$ cat src/sv/assert_macros.svh
`ifndef ASSERT_MACROS_SVH
`define ASSERT_MACROS_SVH

// Same-cycle implication, sampled on clock and disabled while reset is high.
`define DDCG_ASSERT_IMP(lbl, ante, cons, msg) \
   lbl: assert property (@(posedge clock) disable iff (reset) (ante) |-> (cons)) \
      else $error(msg);

// Next-cycle implication, sampled on clock and disabled while reset is high.
`define DDCG_ASSERT_NEXT(lbl, ante, cons, msg) \
   lbl: assert property (@(posedge clock) disable iff (reset) (ante) |=> (cons)) \
      else $error(msg);

`endif

$ cat src/sv/ddcg_pkg.sv
package ddcg_pkg;

   localparam int ValueWidth  = 27;
   localparam int BinWidth    = 28;
   localparam int BcdWidth    = 32;
   localparam int StepsPerClk = 4;
   localparam int ConvCycles  = BinWidth / StepsPerClk;

   localparam logic [ValueWidth-1:0] FULL_MAX = 27'd99999999;
   localparam logic [ValueWidth-1:0] HALF_MAX = 27'd9999;

   localparam logic [7:0] BASE_RESET = 8'd96;
   localparam logic [3:0] POS_OFFSET = 4'h7;

   typedef enum logic [1:0] {
      OP_FULL  = 2'd0,
      OP_LEFT  = 2'd1,
      OP_RIGHT = 2'd2,
      OP_INIT  = 2'd3
   } opcode_type;

   typedef struct packed {
      opcode_type           opcode;
      logic [BcdWidth-1:0]  digits;
   } q_entry_type;

   localparam logic [11:0] INIT_WORDS [4] = '{12'h700, 12'h2A0, 12'h401, 12'h580};

   // One double-dabble step: correct every nibble of five or more, then shift in a bit.
   function automatic logic [BcdWidth-1:0] dd_step(input logic [BcdWidth-1:0] bcd,
                                                    input logic bit_in);
      logic [BcdWidth-1:0] adj;
      adj = bcd;
      for (int k = 0; k < BcdWidth / 4; k++) begin
         if (adj[k*4 +: 4] >= 4'd5) begin
            adj[k*4 +: 4] = adj[k*4 +: 4] + 4'd3;
         end
      end
      return {adj[BcdWidth-2:0], bit_in};
   endfunction

   function automatic logic bcd_ok(input logic [BcdWidth-1:0] bcd);
      logic ok;
      ok = 1'b1;
      for (int k = 0; k < BcdWidth / 4; k++) begin
         if (bcd[k*4 +: 4] > 4'd9) begin
            ok = 1'b0;
         end
      end
      return ok;
   endfunction

   function automatic logic [3:0] n_results(input opcode_type op);
      logic [3:0] n;
      unique case (op) inside
         OP_FULL:            n = 4'd8;
         OP_LEFT, OP_RIGHT:  n = 4'd4;
         default:            n = 4'd12;
      endcase
      return n;
   endfunction

endpackage

$ cat src/sv/decimal_display_command_generator.sv
// A digit item is converted to BCD in the front and then queued; an init item skips the conversion.
// The front converts the 28 binary bits four a cycle and takes no new item while converting;
// the back issues one command beat per cycle while the queue is not empty and rsp_ready does not stall it.
// A two-entry queue between front and back lets each stall on its own.
// Reset is synchronous and active high; it empties the queue and sets the base address to 96.
module decimal_display_command_generator
   import ddcg_pkg::*;
(
   input  logic                   clock,
   input  logic                   reset,
   input  logic                   req_valid,
   output logic                   req_ready,
   input  logic [1:0]             req_opcode,
   input  logic [ValueWidth-1:0]  req_value,
   output logic                   rsp_valid,
   input  logic                   rsp_ready,
   output logic [7:0]             rsp_bus_address,
   output logic [7:0]             rsp_data_byte,
   output logic [11:0]            rsp_command_word,
   output logic                   rsp_last,
   input  logic                   csr_wr_en,
   input  logic [7:0]             csr_wr_data
);

   logic [7:0]   base_ff, base_in;
   logic         q_full, q_push, q_pop, q_empty;
   q_entry_type  q_push_data, q_head;

   assign base_in = csr_wr_en ? csr_wr_data : base_ff;

   always_ff @(posedge clock) begin
      if (reset) begin
         base_ff <= BASE_RESET;
      end else begin
         base_ff <= base_in;
      end
   end

   ddcg_front u_front (
      .clock       (clock),
      .reset       (reset),
      .req_valid   (req_valid),
      .req_ready   (req_ready),
      .req_opcode  (req_opcode),
      .req_value   (req_value),
      .q_full      (q_full),
      .q_push      (q_push),
      .q_push_data (q_push_data)
   );

   ddcg_queue u_queue (
      .clock     (clock),
      .reset     (reset),
      .push      (q_push),
      .push_data (q_push_data),
      .full      (q_full),
      .pop       (q_pop),
      .head      (q_head),
      .empty     (q_empty)
   );

   ddcg_back u_back (
      .clock            (clock),
      .reset            (reset),
      .base_address     (base_ff),
      .head             (q_head),
      .empty            (q_empty),
      .pop              (q_pop),
      .rsp_valid        (rsp_valid),
      .rsp_ready        (rsp_ready),
      .rsp_bus_address  (rsp_bus_address),
      .rsp_data_byte    (rsp_data_byte),
      .rsp_command_word (rsp_command_word),
      .rsp_last         (rsp_last)
   );

endmodule

$ cat src/sv/ddcg_front.sv
`include "assert_macros.svh"

module ddcg_front
   import ddcg_pkg::*;
(
   input  logic                   clock,
   input  logic                   reset,
   input  logic                   req_valid,
   output logic                   req_ready,
   input  logic [1:0]             req_opcode,
   input  logic [ValueWidth-1:0]  req_value,
   input  logic                   q_full,
   output logic                   q_push,
   output q_entry_type            q_push_data
);

   typedef enum logic [2:0] {
      ST_IDLE = 3'b001,
      ST_CONV = 3'b010,
      ST_DONE = 3'b100
   } state_type;

   state_type              state_ff, state_in;
   logic [2:0]             cnt_ff, cnt_in;
   logic [BinWidth-1:0]    bin_ff, bin_in;
   logic [BcdWidth-1:0]    bcd_ff, bcd_in;
   opcode_type             op_ff, op_in;
   logic                   accept;
   logic [ValueWidth-1:0]  sat_value;

   assign q_push      = (state_ff == ST_DONE) && !q_full;
   assign req_ready   = (state_ff == ST_IDLE) || q_push;
   assign accept      = req_valid && req_ready;
   assign q_push_data = '{opcode: op_ff, digits: bcd_ff};

   always_comb begin
      unique case (opcode_type'(req_opcode)) inside
         OP_FULL:           sat_value = (req_value > FULL_MAX) ? FULL_MAX : req_value;
         OP_LEFT, OP_RIGHT: sat_value = (req_value > HALF_MAX) ? HALF_MAX : req_value;
         default:           sat_value = '0;
      endcase
   end

   always_comb begin
      logic [BcdWidth-1:0] t_bcd;
      logic [BinWidth-1:0] t_bin;
      state_in = state_ff;
      cnt_in   = cnt_ff;
      bin_in   = bin_ff;
      bcd_in   = bcd_ff;
      op_in    = op_ff;
      t_bcd    = bcd_ff;
      t_bin    = bin_ff;
      unique case (state_ff)
         ST_CONV: begin
            for (int i = 0; i < StepsPerClk; i++) begin
               t_bcd = dd_step(t_bcd, t_bin[BinWidth-1]);
               t_bin = {t_bin[BinWidth-2:0], 1'b0};
            end
            bcd_in = t_bcd;
            bin_in = t_bin;
            cnt_in = cnt_ff + 3'd1;
            if (cnt_ff == 3'(ConvCycles - 1)) begin
               state_in = ST_DONE;
            end
         end
         default: begin
            if (q_push) begin
               state_in = ST_IDLE;
            end
            if (accept) begin
               op_in  = opcode_type'(req_opcode);
               bin_in = {1'b0, sat_value};
               bcd_in = '0;
               cnt_in = '0;
               // The init sequence shows zeros, so there is nothing to convert.
               state_in = (opcode_type'(req_opcode) == OP_INIT) ? ST_DONE : ST_CONV;
            end
         end
      endcase
   end

   always_ff @(posedge clock) begin
      if (reset) begin
         state_ff <= ST_IDLE;
         cnt_ff   <= '0;
      end else begin
         state_ff <= state_in;
         cnt_ff   <= cnt_in;
      end
      bin_ff <= bin_in;
      bcd_ff <= bcd_in;
      op_ff  <= op_in;
   end

   `DDCG_ASSERT_IMP(a_done_is_bcd, state_ff == ST_DONE, bcd_ok(bcd_ff), "non-decimal digit")
   `DDCG_ASSERT_IMP(a_cnt_bound, state_ff == ST_CONV, cnt_ff < 3'(ConvCycles), "count overrun")
   `DDCG_ASSERT_NEXT(a_init_direct, accept && req_opcode == OP_INIT,
                     state_ff == ST_DONE && bcd_ff == '0, "init beat not queued as zeros")

endmodule

$ cat src/sv/ddcg_queue.sv
module ddcg_queue
   import ddcg_pkg::*;
(
   input  logic         clock,
   input  logic         reset,
   input  logic         push,
   input  q_entry_type  push_data,
   output logic         full,
   input  logic         pop,
   output q_entry_type  head,
   output logic         empty
);

   q_entry_type  mem_ff [2];
   logic         wr_ptr_ff, wr_ptr_in;
   logic         rd_ptr_ff, rd_ptr_in;
   logic [1:0]   cnt_ff, cnt_in;

   assign full  = (cnt_ff == 2'd2);
   assign empty = (cnt_ff == 2'd0);
   assign head  = mem_ff[rd_ptr_ff];

   always_comb begin
      wr_ptr_in = push ? !wr_ptr_ff : wr_ptr_ff;
      rd_ptr_in = pop  ? !rd_ptr_ff : rd_ptr_ff;
      cnt_in    = cnt_ff + {1'b0, push} - {1'b0, pop};
   end

   always_ff @(posedge clock) begin
      if (reset) begin
         wr_ptr_ff <= 1'b0;
         rd_ptr_ff <= 1'b0;
         cnt_ff    <= '0;
      end else begin
         wr_ptr_ff <= wr_ptr_in;
         rd_ptr_ff <= rd_ptr_in;
         cnt_ff    <= cnt_in;
      end
      if (push) begin
         mem_ff[wr_ptr_ff] <= push_data;
      end
   end

endmodule

$ cat src/sv/ddcg_back.sv
`include "assert_macros.svh"

module ddcg_back
   import ddcg_pkg::*;
(
   input  logic         clock,
   input  logic         reset,
   input  logic [7:0]   base_address,
   input  q_entry_type  head,
   input  logic         empty,
   output logic         pop,
   output logic         rsp_valid,
   input  logic         rsp_ready,
   output logic [7:0]   rsp_bus_address,
   output logic [7:0]   rsp_data_byte,
   output logic [11:0]  rsp_command_word,
   output logic         rsp_last
);

   logic [3:0]   idx_ff, idx_in;
   logic         valid_ff, valid_in;
   logic [7:0]   addr_ff, addr_in;
   logic [11:0]  word_ff, word_in;
   logic         last_ff, last_in;
   logic         load, issue, is_last;
   logic [11:0]  word;
   logic [3:0]   pos;
   logic [3:0]   digit;
   logic [2:0]   sel8;
   logic [1:0]   sel4;

   assign load    = !valid_ff || rsp_ready;
   assign issue   = load && !empty;
   assign is_last = (idx_ff == n_results(head.opcode) - 4'd1);
   assign pop     = issue && is_last;
   assign sel8    = 3'd7 - idx_ff[2:0];
   assign sel4    = 2'd3 - idx_ff[1:0];

   always_comb begin
      unique case (head.opcode)
         OP_FULL: begin
            pos   = idx_ff + 4'd1;
            digit = head.digits[{sel8, 2'b00} +: 4];
         end
         OP_LEFT: begin
            pos   = idx_ff + 4'd1;
            digit = head.digits[{1'b0, sel4, 2'b00} +: 4];
         end
         OP_RIGHT: begin
            pos   = idx_ff + 4'd5;
            digit = head.digits[{1'b0, sel4, 2'b00} +: 4];
         end
         default: begin
            pos   = idx_ff - 4'd3;
            digit = 4'd0;
         end
      endcase
      // The first four beats of the init sequence are the fixed set-up words.
      if (head.opcode == OP_INIT && idx_ff < 4'd4) begin
         word = INIT_WORDS[idx_ff[1:0]];
      end else begin
         word = {pos + POS_OFFSET, 4'h0, digit};
      end
   end

   always_comb begin
      idx_in   = idx_ff;
      valid_in = valid_ff;
      addr_in  = addr_ff;
      word_in  = word_ff;
      last_in  = last_ff;
      if (load) begin
         valid_in = !empty;
      end
      if (issue) begin
         addr_in = base_address + {3'b000, word[11:7]};
         word_in = word;
         last_in = is_last;
         idx_in  = is_last ? 4'd0 : idx_ff + 4'd1;
      end
   end

   always_ff @(posedge clock) begin
      if (reset) begin
         idx_ff   <= '0;
         valid_ff <= 1'b0;
      end else begin
         idx_ff   <= idx_in;
         valid_ff <= valid_in;
      end
      addr_ff <= addr_in;
      word_ff <= word_in;
      last_ff <= last_in;
   end

   assign rsp_valid        = valid_ff;
   assign rsp_bus_address  = addr_ff;
   assign rsp_data_byte    = word_ff[7:0];
   assign rsp_command_word = word_ff;
   assign rsp_last         = last_ff;

   `DDCG_ASSERT_IMP(a_idx_bound, !empty, idx_ff < n_results(head.opcode), "beat index overrun")
   `DDCG_ASSERT_NEXT(a_idx_wrap, pop, idx_ff == 4'd0, "index not cleared after final beat")
   `DDCG_ASSERT_IMP(a_digit_word, valid_ff && word_ff[11:8] >= 4'd8,
                    word_ff[7:4] == 4'd0 && word_ff[3:0] <= 4'd9, "malformed digit command")

endmodule
$ cat config.mk
export PLATFORM = sky130hd
export DESIGN_NAME = decimal_display_command_generator
export DESIGN_NICKNAME = d
export VERILOG_FILES = /design/src/sv/ddcg_pkg.sv /design/src/sv/decimal_display_command_generator.sv /design/src/sv/ddcg_front.sv /design/src/sv/ddcg_queue.sv /design/src/sv/ddcg_back.sv
export VERILOG_INCLUDE_DIRS = /design/src /design/src/sv
export SDC_FILE = /design/constraint.sdc
export NUM_CORES = 1
export LEC_CHECK = 0
export ABC_AREA = 0
export ABC_CLOCK_PERIOD_IN_PS = 8050
export BUFFER_PORTS_ARGS = -buffer_cell sky130_fd_sc_hd__buf_2
export CORE_MARGIN = 4
export CORE_UTILIZATION = 50
export DETAILED_ROUTE_END_ITERATION = 16
export HOLD_SLACK_MARGIN = 0.15
export PLACE_DENSITY = 0.68
export SKIP_CTS_REPAIR_TIMING = 1
export SLEW_MARGIN = 20
export SYNTH_ARGS = -nofsm -noshare
export SYNTH_HDL_FRONTEND = slang
export SYNTH_SLANG_ARGS = --single-unit
$ cat constraint.sdc
create_clock -name clock -period 8.05 [get_ports clock]
set_clock_uncertainty 0.05 [all_clocks]
set_input_delay 1.61 -clock clock [delete_from_list [all_inputs] [get_ports clock]]
set_output_delay 1.61 -clock clock [all_outputs]
set_load 0.02 [all_outputs]
Word level (Yosys, flattened, before mapping). Memory sizes are Yosys's and may differ from the RTL's. A register that Yosys moved wholly into a read port is not among the register bits. Index checks and enable logic that the tools add are counted.

Register bits after elaboration: 106. Memory bits (writable): 68. Input port bits: 42. Output and inout port bits: 31. Memories kept: 1.

Add/sub/neg operators: 43. Order comparisons: 36. Eq/ne operators: 13. Shifts and indexed selects: 2. Muxes and demuxes: 82. Bitwise gates (word level): 2. Reduce and logical (&&, ||, !) cells: 22.

Memory list: u_queue.mem_ff (words 2, width 34, rd ports 1, clocked after Yosys merged registers in 1, wr ports 1, RTL line ddcg_queue.sv:14) `q_entry_type mem_ff [2];`.

Operators by type and width (count): 4-bit two-way mux (50); 4-bit by 3-bit >= comparator with 1-bit output (second input constant) (32); 4-bit by 2-bit adder with 4-bit output (second input constant) (28); 32-bit two-way mux (2); 28-bit two-way mux (2); 27-bit two-way mux (2); 27-bit case mux with 2 select lines (1); 3-bit two-way mux (14); 12-bit two-way mux (3); 32-bit by 5-bit variable part select with 4-bit output (1); 32-bit by 6-bit variable part select with 4-bit output (1); 27-bit by 14-bit greater-than comparator with 1-bit output (second input constant) (1); 27-bit greater-than comparator (second input constant) (1); 12-bit binary-select mux with 2-bit select (1); 4-bit case mux with 2 select lines (3); 3-bit by 2-bit adder with 3-bit output (second input constant) (4); 2-bit equality test (second input constant) (5); 4-bit by 3-bit adder with 4-bit output (second input constant) (2); 8-bit by 5-bit adder with 8-bit output (1); 3-bit equality test (second input constant) (2); 2-bit logical NOT (3); 2-bit OR reduction (3); 1-bit logical AND (5); 1-bit logical NOT (5); other kinds (22) (28).

Longest topological paths before layout. Gate-level depths: netlist of run 1.

Word-level depth: 12. Gate-level depth with buffers: 19. Depth with buffers taken out: 19.

Modules after synthesis. Synthesis of run 1 repeated with hierarchy kept, for this count alone.

Cells, all modules: 1195. Area, all modules: 11686.2 um^2.

By module, submodules not included: ddcg_front (instances 1, cells each 895, area each 6927.9 um^2, sequential area each 1941.9 um^2); ddcg_queue (instances 1, cells each 127, area each 2825.2 um^2, sequential area each 2142.1 um^2); ddcg_back (instances 1, cells each 147, area each 1640.3 um^2, sequential area each 670.6 um^2); decimal_display_command_generator (instances 1, cells each 26, area each 292.8 um^2, sequential area each 160.2 um^2).

Worst setup path before layout of run 1. OpenSTA, ideal clock, no wires.

Kind: input to register. Start point: in req_valid. End point: reg u_front.bcd_ff[0] (enable). Setup time: 0.410 ns. Data arrival time: 3.662 ns. Data required time: 7.590 ns. Slack: 3.928 ns. Stages on the path: 3. Cells stage by stage: nor3b_1 > nor2_1 > inv_1.

Longest elaborated chain between the ends: 2.

Ends and longest elaborated chain: from (decl) (RTL line decimal_display_command_generator.sv:11) `input logic req_valid,`; 1-bit logical AND (RTL line ddcg_front.sv:33) `assign accept = req_valid && req_ready;`; 2-bit nonzero test (no line); to (signal assigned) (RTL line ddcg_front.sv:92) `bcd_ff <= bcd_in;`; to (decl) (RTL line ddcg_front.sv:26) `logic [BcdWidth-1:0] bcd_ff, bcd_in;`.

Every way passes these cells. A chain may end at the register's enable or synchronous reset.

Worst setup path in the final report of run 1.
Start point: reg u_front.bcd_ff[24]. End point: reg u_front.bcd_ff[29] (data pin).

Longest elaborated chain between the ends: 12. Elaborated cells between the ends (all ways): 24.

Ends and longest elaborated chain: 4-bit by 2-bit adder with 4-bit output / 4-bit by 3-bit >= comparator with 1-bit output (equally long branches) (RTL line ddcg_pkg.sv:36, ddcg_pkg.sv:35); 4-bit two-way mux * (RTL line ddcg_pkg.sv:35) `if (adj[k*4 +: 4] >= 4'd5) begin`; 4-bit two-way mux * (RTL line ddcg_front.sv:54) `unique case (state_ff)`; 4-bit by 2-bit adder with 4-bit output, or another cell as far along (RTL line ddcg_pkg.sv:36) `adj[k*4 +: 4] = adj[k*4 +: 4] + 4'd3;`; 4-bit two-way mux / 3-bit two-way mux (equally long branches) (RTL line ddcg_pkg.sv:35); 4-bit two-way mux / 3-bit two-way mux (equally long branches) (RTL line ddcg_front.sv:54); 4-bit by 2-bit adder with 4-bit output, or another cell as far along (RTL line ddcg_pkg.sv:36); 4-bit two-way mux / 3-bit two-way mux (equally long branches) (RTL line ddcg_pkg.sv:35); 4-bit two-way mux / 3-bit two-way mux (equally long branches) (RTL line ddcg_front.sv:54); 4-bit by 3-bit >= comparator with 1-bit output / 3-bit by 2-bit adder with 3-bit output (equally long branches) (RTL line ddcg_pkg.sv:35, ddcg_pkg.sv:36); 3-bit two-way mux * (RTL line ddcg_pkg.sv:35); 32-bit two-way mux * (RTL line ddcg_front.sv:54).

Mark *: on every way between the ends. The rest lies on a longest branch, timed or not. The select of a mux whose other input is x is not followed.

==> results_dict.tcl, run 1 <==
set metrics [dict create \
    relSlewSlack_pct 43.3 \
    rsz0062_at_grt "false" \
    antenna_left 0 \
    maxCapViolCount 0 \
    tightest_slew_ps 850 \
    r2r-start "u_front.bcd_ff[24]" \
    cts_tree "done" \
    crit_start "u_front.bcd_ff[24]" \
    htreeDepth 4 \
    grt_overflow 0 \
    r2r-end "u_front.bcd_ff[29]" \
    gp_congestion 0.883 \
    reg2reg_slack_ps 3950 \
    drc 0 \
    crit_path_end "u_front.bcd_ff[29]" \
    finalCritPeriodShare_pct 51.0 \
    chipWidth_um 158 \
    min_path_type "flop to flop" \
    initial_core_util_pct 51.1 \
    critPathArrivalTime_ps 4190 \
    ios 73 \
    synth_top_area_share_pct 38.9 \
    fin_area_sq_um 12300 \
    p_leak_nw 4.75 \
    yosysWarningCount 0 \
    area_delta_synth_final_pct 9.99 \
    yosysUniqueCellTypes 88 \
    wirelength_um 23100 \
    via_per_inst 5.77 \
    fp.coreArea_sq_um 21900 \
    ys_seq_area_share_pct 43.9 \
    grt_max_degree 57 \
    hp-start "u_front.bin_ff[0]" \
    worst-setup-path-type "flop to flop" \
    syn_area_sq_um 11200 \
    clock.fmax_mhz 244 \
    end_kind "flop" \
    ys_top_cells_by_area "edfxtp_1, ha_1, dfxtp_1, mux4_2, nand2_1" \
    antenna_found_initial 0 \
    numPortBuffers 68 \
    track_usage_pct 18.8 \
    clk_pin_slew_worst_paths_ps 70 \
    finalHoldViolCount 0 \
    rr_worst_depth 18 \
    numCtsBuffers 17 \
    setup_slack_ps 3950 \
    tns_ps 0 \
    clock_path_buffers 2 \
    vias 8491 \
    ys_ff_latch 173 \
    syn_inst 1132 \
    wl_per_cell_um 15.7 \
    root_buffer "clkbuf_16" \
    fp-row-count 54 \
    dp_worst_setup_slack_ps 3960 \
    die_h_um 158 \
    status "complete, no violations" \
    setup_viol 0 \
    drtIter0Drc 574 \
    cp.required_ps 8140 \
    cts.sinks 173 \
    async_reset_ff_share_pct 0 \
    post-route-min-period_ps 4100 \
    drt_first_pass_iters 5 \
    grt_pass1_vias 7983 \
    yosysTopAreaCell "edfxtp_1" \
    grt_first_pass_wirelength_um 38200 \
    clock_latency_ps 430 \
    die_area_sq_um 24800 \
    synth_edf_count 145 \
    dp_hpwl_um 16300 \
    drive_gt1_share_pct 14.7 \
    drv_slew 0 \
    startpoint_type "flop" \
    dpl_cell_area_sq_um 11700 \
    worstPathMaxFanout 7 \
    ys.flop_type "edfxtp_1" \
    antenna_cells 0 \
    p_per_area_nw_per_um2 289 \
    syn_avg_cell_area_sq_um 9.89 \
    ir_drop_mv 0.161 \
    fin_nets 1272 \
]
==> registers in the layout, indices dropped and copies added, names as in the netlist, 2 cells and up, named ones only <==
| name | cells |
|---|---|
| u_queue.mem_ff | 68 |
| base_ff | 8 |
| u_front.cnt_ff | 3 |
| u_back.rsp_command_word | 10 |
| u_front.op_ff | 2 |
| u_front.bcd_ff | 32 |
| u_back.rsp_bus_address | 8 |
| u_front.state_ff | 3 |
| u_back.idx_ff | 4 |
| u_front.bin_ff | 28 |
| u_queue.cnt_ff | 2 |
==> where the power goes <==
group / internal, mW / switching [mW] / total (mW)
registers: 1.07 / 0.0855 / 1.16
clock network: 0.447 / 0.360 / 0.807
logic: 0.652 / 0.941 / 1.59
total: 2.17 / 1.39 / 3.56
==> cell usage in the layout (no fill, tap or decap), drive strengths merged, types with 10 or more instances in the layout <==
master,netlist,final
a211oi,25,25
a21o,14,14
a21oi,74,74
and2,15,15
and3,10,10
buf,16,77
clkbuf,36,20
dfxtp,28,28
edfxtp,145,145
ha,50,50
inv,60,67
mux2,12,12
mux2i,26,26
mux4,20,20
nand2,109,109
nand2b,30,30
nand3,21,21
nor2,93,93
nor2b,20,20
nor3,24,24
o211ai,10,10
o21ai,91,91
or2,17,17
or3,12,12
xnor2,19,19
==> cell type report <==
cell class | instances | area [sq um]
Inverter | 60 | 225
Multi-Input combinational cell | 850 | 5830
Fill cell | 1884 | 9580
Clock inverter | 12 | 92.6
Tap cell | 280 | 350
Clock buffer | 20 | 489
Sequential cell | 173 | 4910
Timing Repair Buffer | 77 | 408
==> synth_stat cells, types with 25 or more instances <==
master and instances:
clkbuf_1 35, edfxtp_1 145, mux2i_1 25, o21ai_0 79, ha_1 50, nand2_1 109
dfxtp_1 28, nor2_1 93, inv_1 59, nand2b_1 30, a21oi_1 72
==> worst min path at each step <==
| stage | cells past startpoint | slack (ps) | endpoint |
|---|---|---|---|
| 2_1_floorplan | 0 | 370 | u_queue.mem_ff[0][32] |
| 3_3_place_gp | 2 | 390 | u_front.bin_ff[1] |
| 3_5_place_dp | 2 | 390 | u_front.bin_ff[2] |
| 4_1_cts | 2 | 410 | u_front.bin_ff[2] |
| 5_1_grt | 0 | 430 | u_queue.mem_ff[0][33] |
| 6_report | 2 | 410 | u_front.bin_ff[0] |
==> metal layers <==
layer  GRT usage, %  part of all wire (%)  vias up  wire length (um)
li1               -                     -     4291                 -
met1           25.9                    46     4016             10700
met2           30.3                    47      165             10900
met3           4.67                   5.1       19              1180
met4           4.30                   1.3        0               302
met5              0                     0        -                 0
==> cell families after synthesis <==
family | count (synthesis) | share of synthesized area, %
buffers and inverters | 112 | 4.16
DFF | 173 | 43.9
muxes | 58 | 7.59
and+or+nand+nor | 386 | 17.1
AOI/OAI and AO/OA | 323 | 19.2
adders and majority gates | 51 | 5.77
xor gates and xnor gates | 28 | 2.19
other | 1 | 0.0335
==> metrics by stage <==
step           hold WS [ps]  cells  util (%)  power (mW)
2_1_floorplan           371   1135         -        2.46
3_3_place_gp            392   1440      53.6        2.72
3_5_place_dp            391   1440      53.6        2.75
4_1_cts                 409   1472      56.2        3.57
5_1_grt                 432   1472      56.2        3.84
6_report                405   1472      56.2        3.56
==> worst max-delay path, cell delays in order, from the launching register on <==
cell and delay [ps]:
edfxtp_1 460, inv_1 90, ha_1 260, and2b_1 200, or3_1 370, nand2_1 130
ha_1 160, o21ai_0 90, a21oi_1 360, inv_1 90, ha_1 200, o21ai_0 150
a21oi_1 80, a21oi_1 220, ha_1 230, nand2b_1 100, a311oi_2 340, xor2_1 180
nor2_1 60
Power figures use the tool's default switching activity.
==> inputs of run 2 (changes only) <==
ABC_CLOCK_PERIOD_IN_PS = 3400   (was 8050)
PLACE_DENSITY = 0.7   (was 0.68)
clock period = 3.4 ns   (was 8.05 ns; I/O delays follow)
==> run 2 against run 1 <==
The run now ends with setup timing left. Register-to-register slack worse by 4000 ps. Sequential power rose by 130%. Global-route usage rose by 0.67 points. Count of clock-buffer cells in the layout shrank 3. Final area up 16%. Worst setup slack got worse by 4000 ps. Highest routed layer unchanged.
==> results_dict.tcl, run 2 (same netlist as run 1, synthesis figures left out) <==
set metrics [dict create \
    min_path_type "input pin to flop" \
    drive_gt1_share_pct 34.0 \
    rsz0062_at_grt "true" \
    max_stage_delay_ps 460 \
    combPwrFrac_pct 54.9 \
    ios 73 \
    regMostFlops "u_queue.mem_ff" \
    hp-start "csr_wr_data[5]" \
    fin_cells 1630 \
    path_cells "inv_2 > ha_4 > and2b_1 > or3_4 > nand2_4 > ha_4 > o21ai_2 > a21oi_2 > inv_1 > ha_2 > o21ai_2 > a21oi_2 > a21oi_2 > ha_4 > nand2b_4 > a311oi_4 > xor2_1 > nor2_1" \
    setup_viol 3 \
    largest_reg_flops 68 \
    cts_tree "done" \
    switching_power_mw 3.98 \
    worstPathMaxFanout 4 \
    initial_core_util_pct 51.1 \
    grt_first_pass_wirelength_um 39500 \
    cp.required_ps 3500 \
    fin_nets 1430 \
    rr_worst_depth 18 \
    fp.coreArea_sq_um 21900 \
    track_usage_pct 19.5 \
    numPortBuffers 68 \
    finalHoldViolCount 0 \
    clock_latency_ps 440 \
    place_inst 1567 \
    antenna_cells 0 \
    layout_commonest_cell "buf_4" \
    hold_path_end "base_ff[5]" \
    fin_area_sq_um 14200 \
    vias 9250 \
    htreeDepth 4 \
    critPathArrivalTime_ps 3550 \
    post-route-min-period_ps 3450 \
    power_frac_clock_pct 18.8 \
    end_kind "flop" \
    setup_slack_ps -50.3 \
    reg2reg_slack_ps -50 \
    clock.fmax_mhz 290 \
    finalCritPeriodShare_pct 101 \
    total_power_mw 10.2 \
    antenna_found_initial 0 \
    violations "setup timing" \
    reg_top3 "u_queue.mem_ff x68, u_front.bcd_ff x32, u_front.bin_ff x28" \
    tightest_slew_ps 935 \
    r2r-end "u_front.bcd_ff[29]" \
    relSlewSlack_pct 37.7 \
    area_delta_synth_final_pct 27.1 \
    drt_first_pass_iters 5 \
    numCtsBuffers 17 \
    p_per_area_nw_per_um2 717 \
    ir_drop_mv 0.407 \
    grt_pass1_vias 8279 \
    gp_congestion 0.875 \
    nFillCells 1694 \
    slowest_stage "edfxtp_1" \
    fp-row-count 54 \
    grt_max_degree 41 \
    power_frac_seq_pct 26.3 \
    drv_slew 0 \
    antenna_left 0 \
    status "finished, violations left" \
    die_h_um 158 \
    p_int_mw 6.22 \
    root_buffer "clkbuf_16" \
    via_per_inst 5.67 \
    hold_depth 2 \
    wirelength_um 25500 \
    cts.sinks 173 \
    dpl_cell_area_sq_um 12800 \
    die_area_sq_um 24800 \
    swShare_pct 39.1 \
    drtIter0Drc 539 \
    drc 0 \
    critPathBufInv 2 \
    chipWidth_um 158 \
    wl_per_cell_um 15.7 \
    critPathTopFamily "compound AO/OA/AOI/OAI gates" \
    clock_path_buffers 2 \
    p_leak_nw 5.63 \
    r2r-start "u_front.bcd_ff[24]" \
    worst-setup-path-type "flop to flop" \
    dp_hpwl_um 17600 \
    startpoint_type "flop" \
    final_cell_mix "buf_4, edfxtp_1, nand2_1" \
    maxCapViolCount 0 \
    clk_pin_slew_worst_paths_ps 80 \
    grt_overflow 0 \
]
[run 2: final cells by class]
cell class	count	area [sq um]	share of cell area [%]
Multi-Input combinational cell	850	6540	45.9
Sequential cell	173	4910	34.5
Timing Repair Buffer	235	1610	11.3
Clock buffer	17	425	2.99
Tap cell	280	350	2.46
Inverter	60	228	1.60
Clock inverter	15	166	1.17
[run 2: per-layer routing]
metal | GRT usage (%) | vias up | wire length [um]
met5 | 0 | - | 0
met4 | 4.14 | 0 | 327
met3 | 3.34 | 20 | 1080
met2 | 32.6 | 194 | 12700
met1 | 26.9 | 4420 | 11500
li1 | - | 4616 | -
[run 2: worst max-delay path by stage]
stage / slack, ps / depth (start not counted) / endpoint / start
2_1_floorplan: 2 / 15 / u_back.rsp_bus_address[7] / flop
3_3_place_gp: -120 / 17 / u_front.bcd_ff[17] / u_front.bcd_ff[13]
3_5_place_dp: -190 / 16 / u_front.bcd_ff[17] / u_front.bcd_ff[16]
4_1_cts: -240 / 16 / u_front.bcd_ff[17] / u_front.bcd_ff[16]
5_1_grt: -220 / 18 / u_front.bcd_ff[29] / u_front.bcd_ff[24]
6_report: -50 / 18 / u_front.bcd_ff[29] / u_front.bcd_ff[24]
[run 2: through the flow]
stage / setup TNS [ps] / utilization [%] / setup WS [ps] / hold slack, ps
floorplan: 0 / - / 2.01 / 371
global placement: -478 / 58.5 / -115 / 385
detailed placement: -1300 / 58.5 / -189 / 393
CTS: -1950 / 61.2 / -237 / 372
global route: -1960 / 65.0 / -216 / 373
finish: -76.7 / 65.0 / -50.3 / 391
[run 2: power by group through the flow]
stage               Combinational, mW  Clock, mW  Sequential, mW
finish                           5.60       1.92            2.69
global route                     6.12       2.05            2.71
CTS                              4.63       1.95            2.68
detailed placement               4.59          0            2.72
global placement                 4.49          0            2.71
floorplan                        3.22          0            2.69
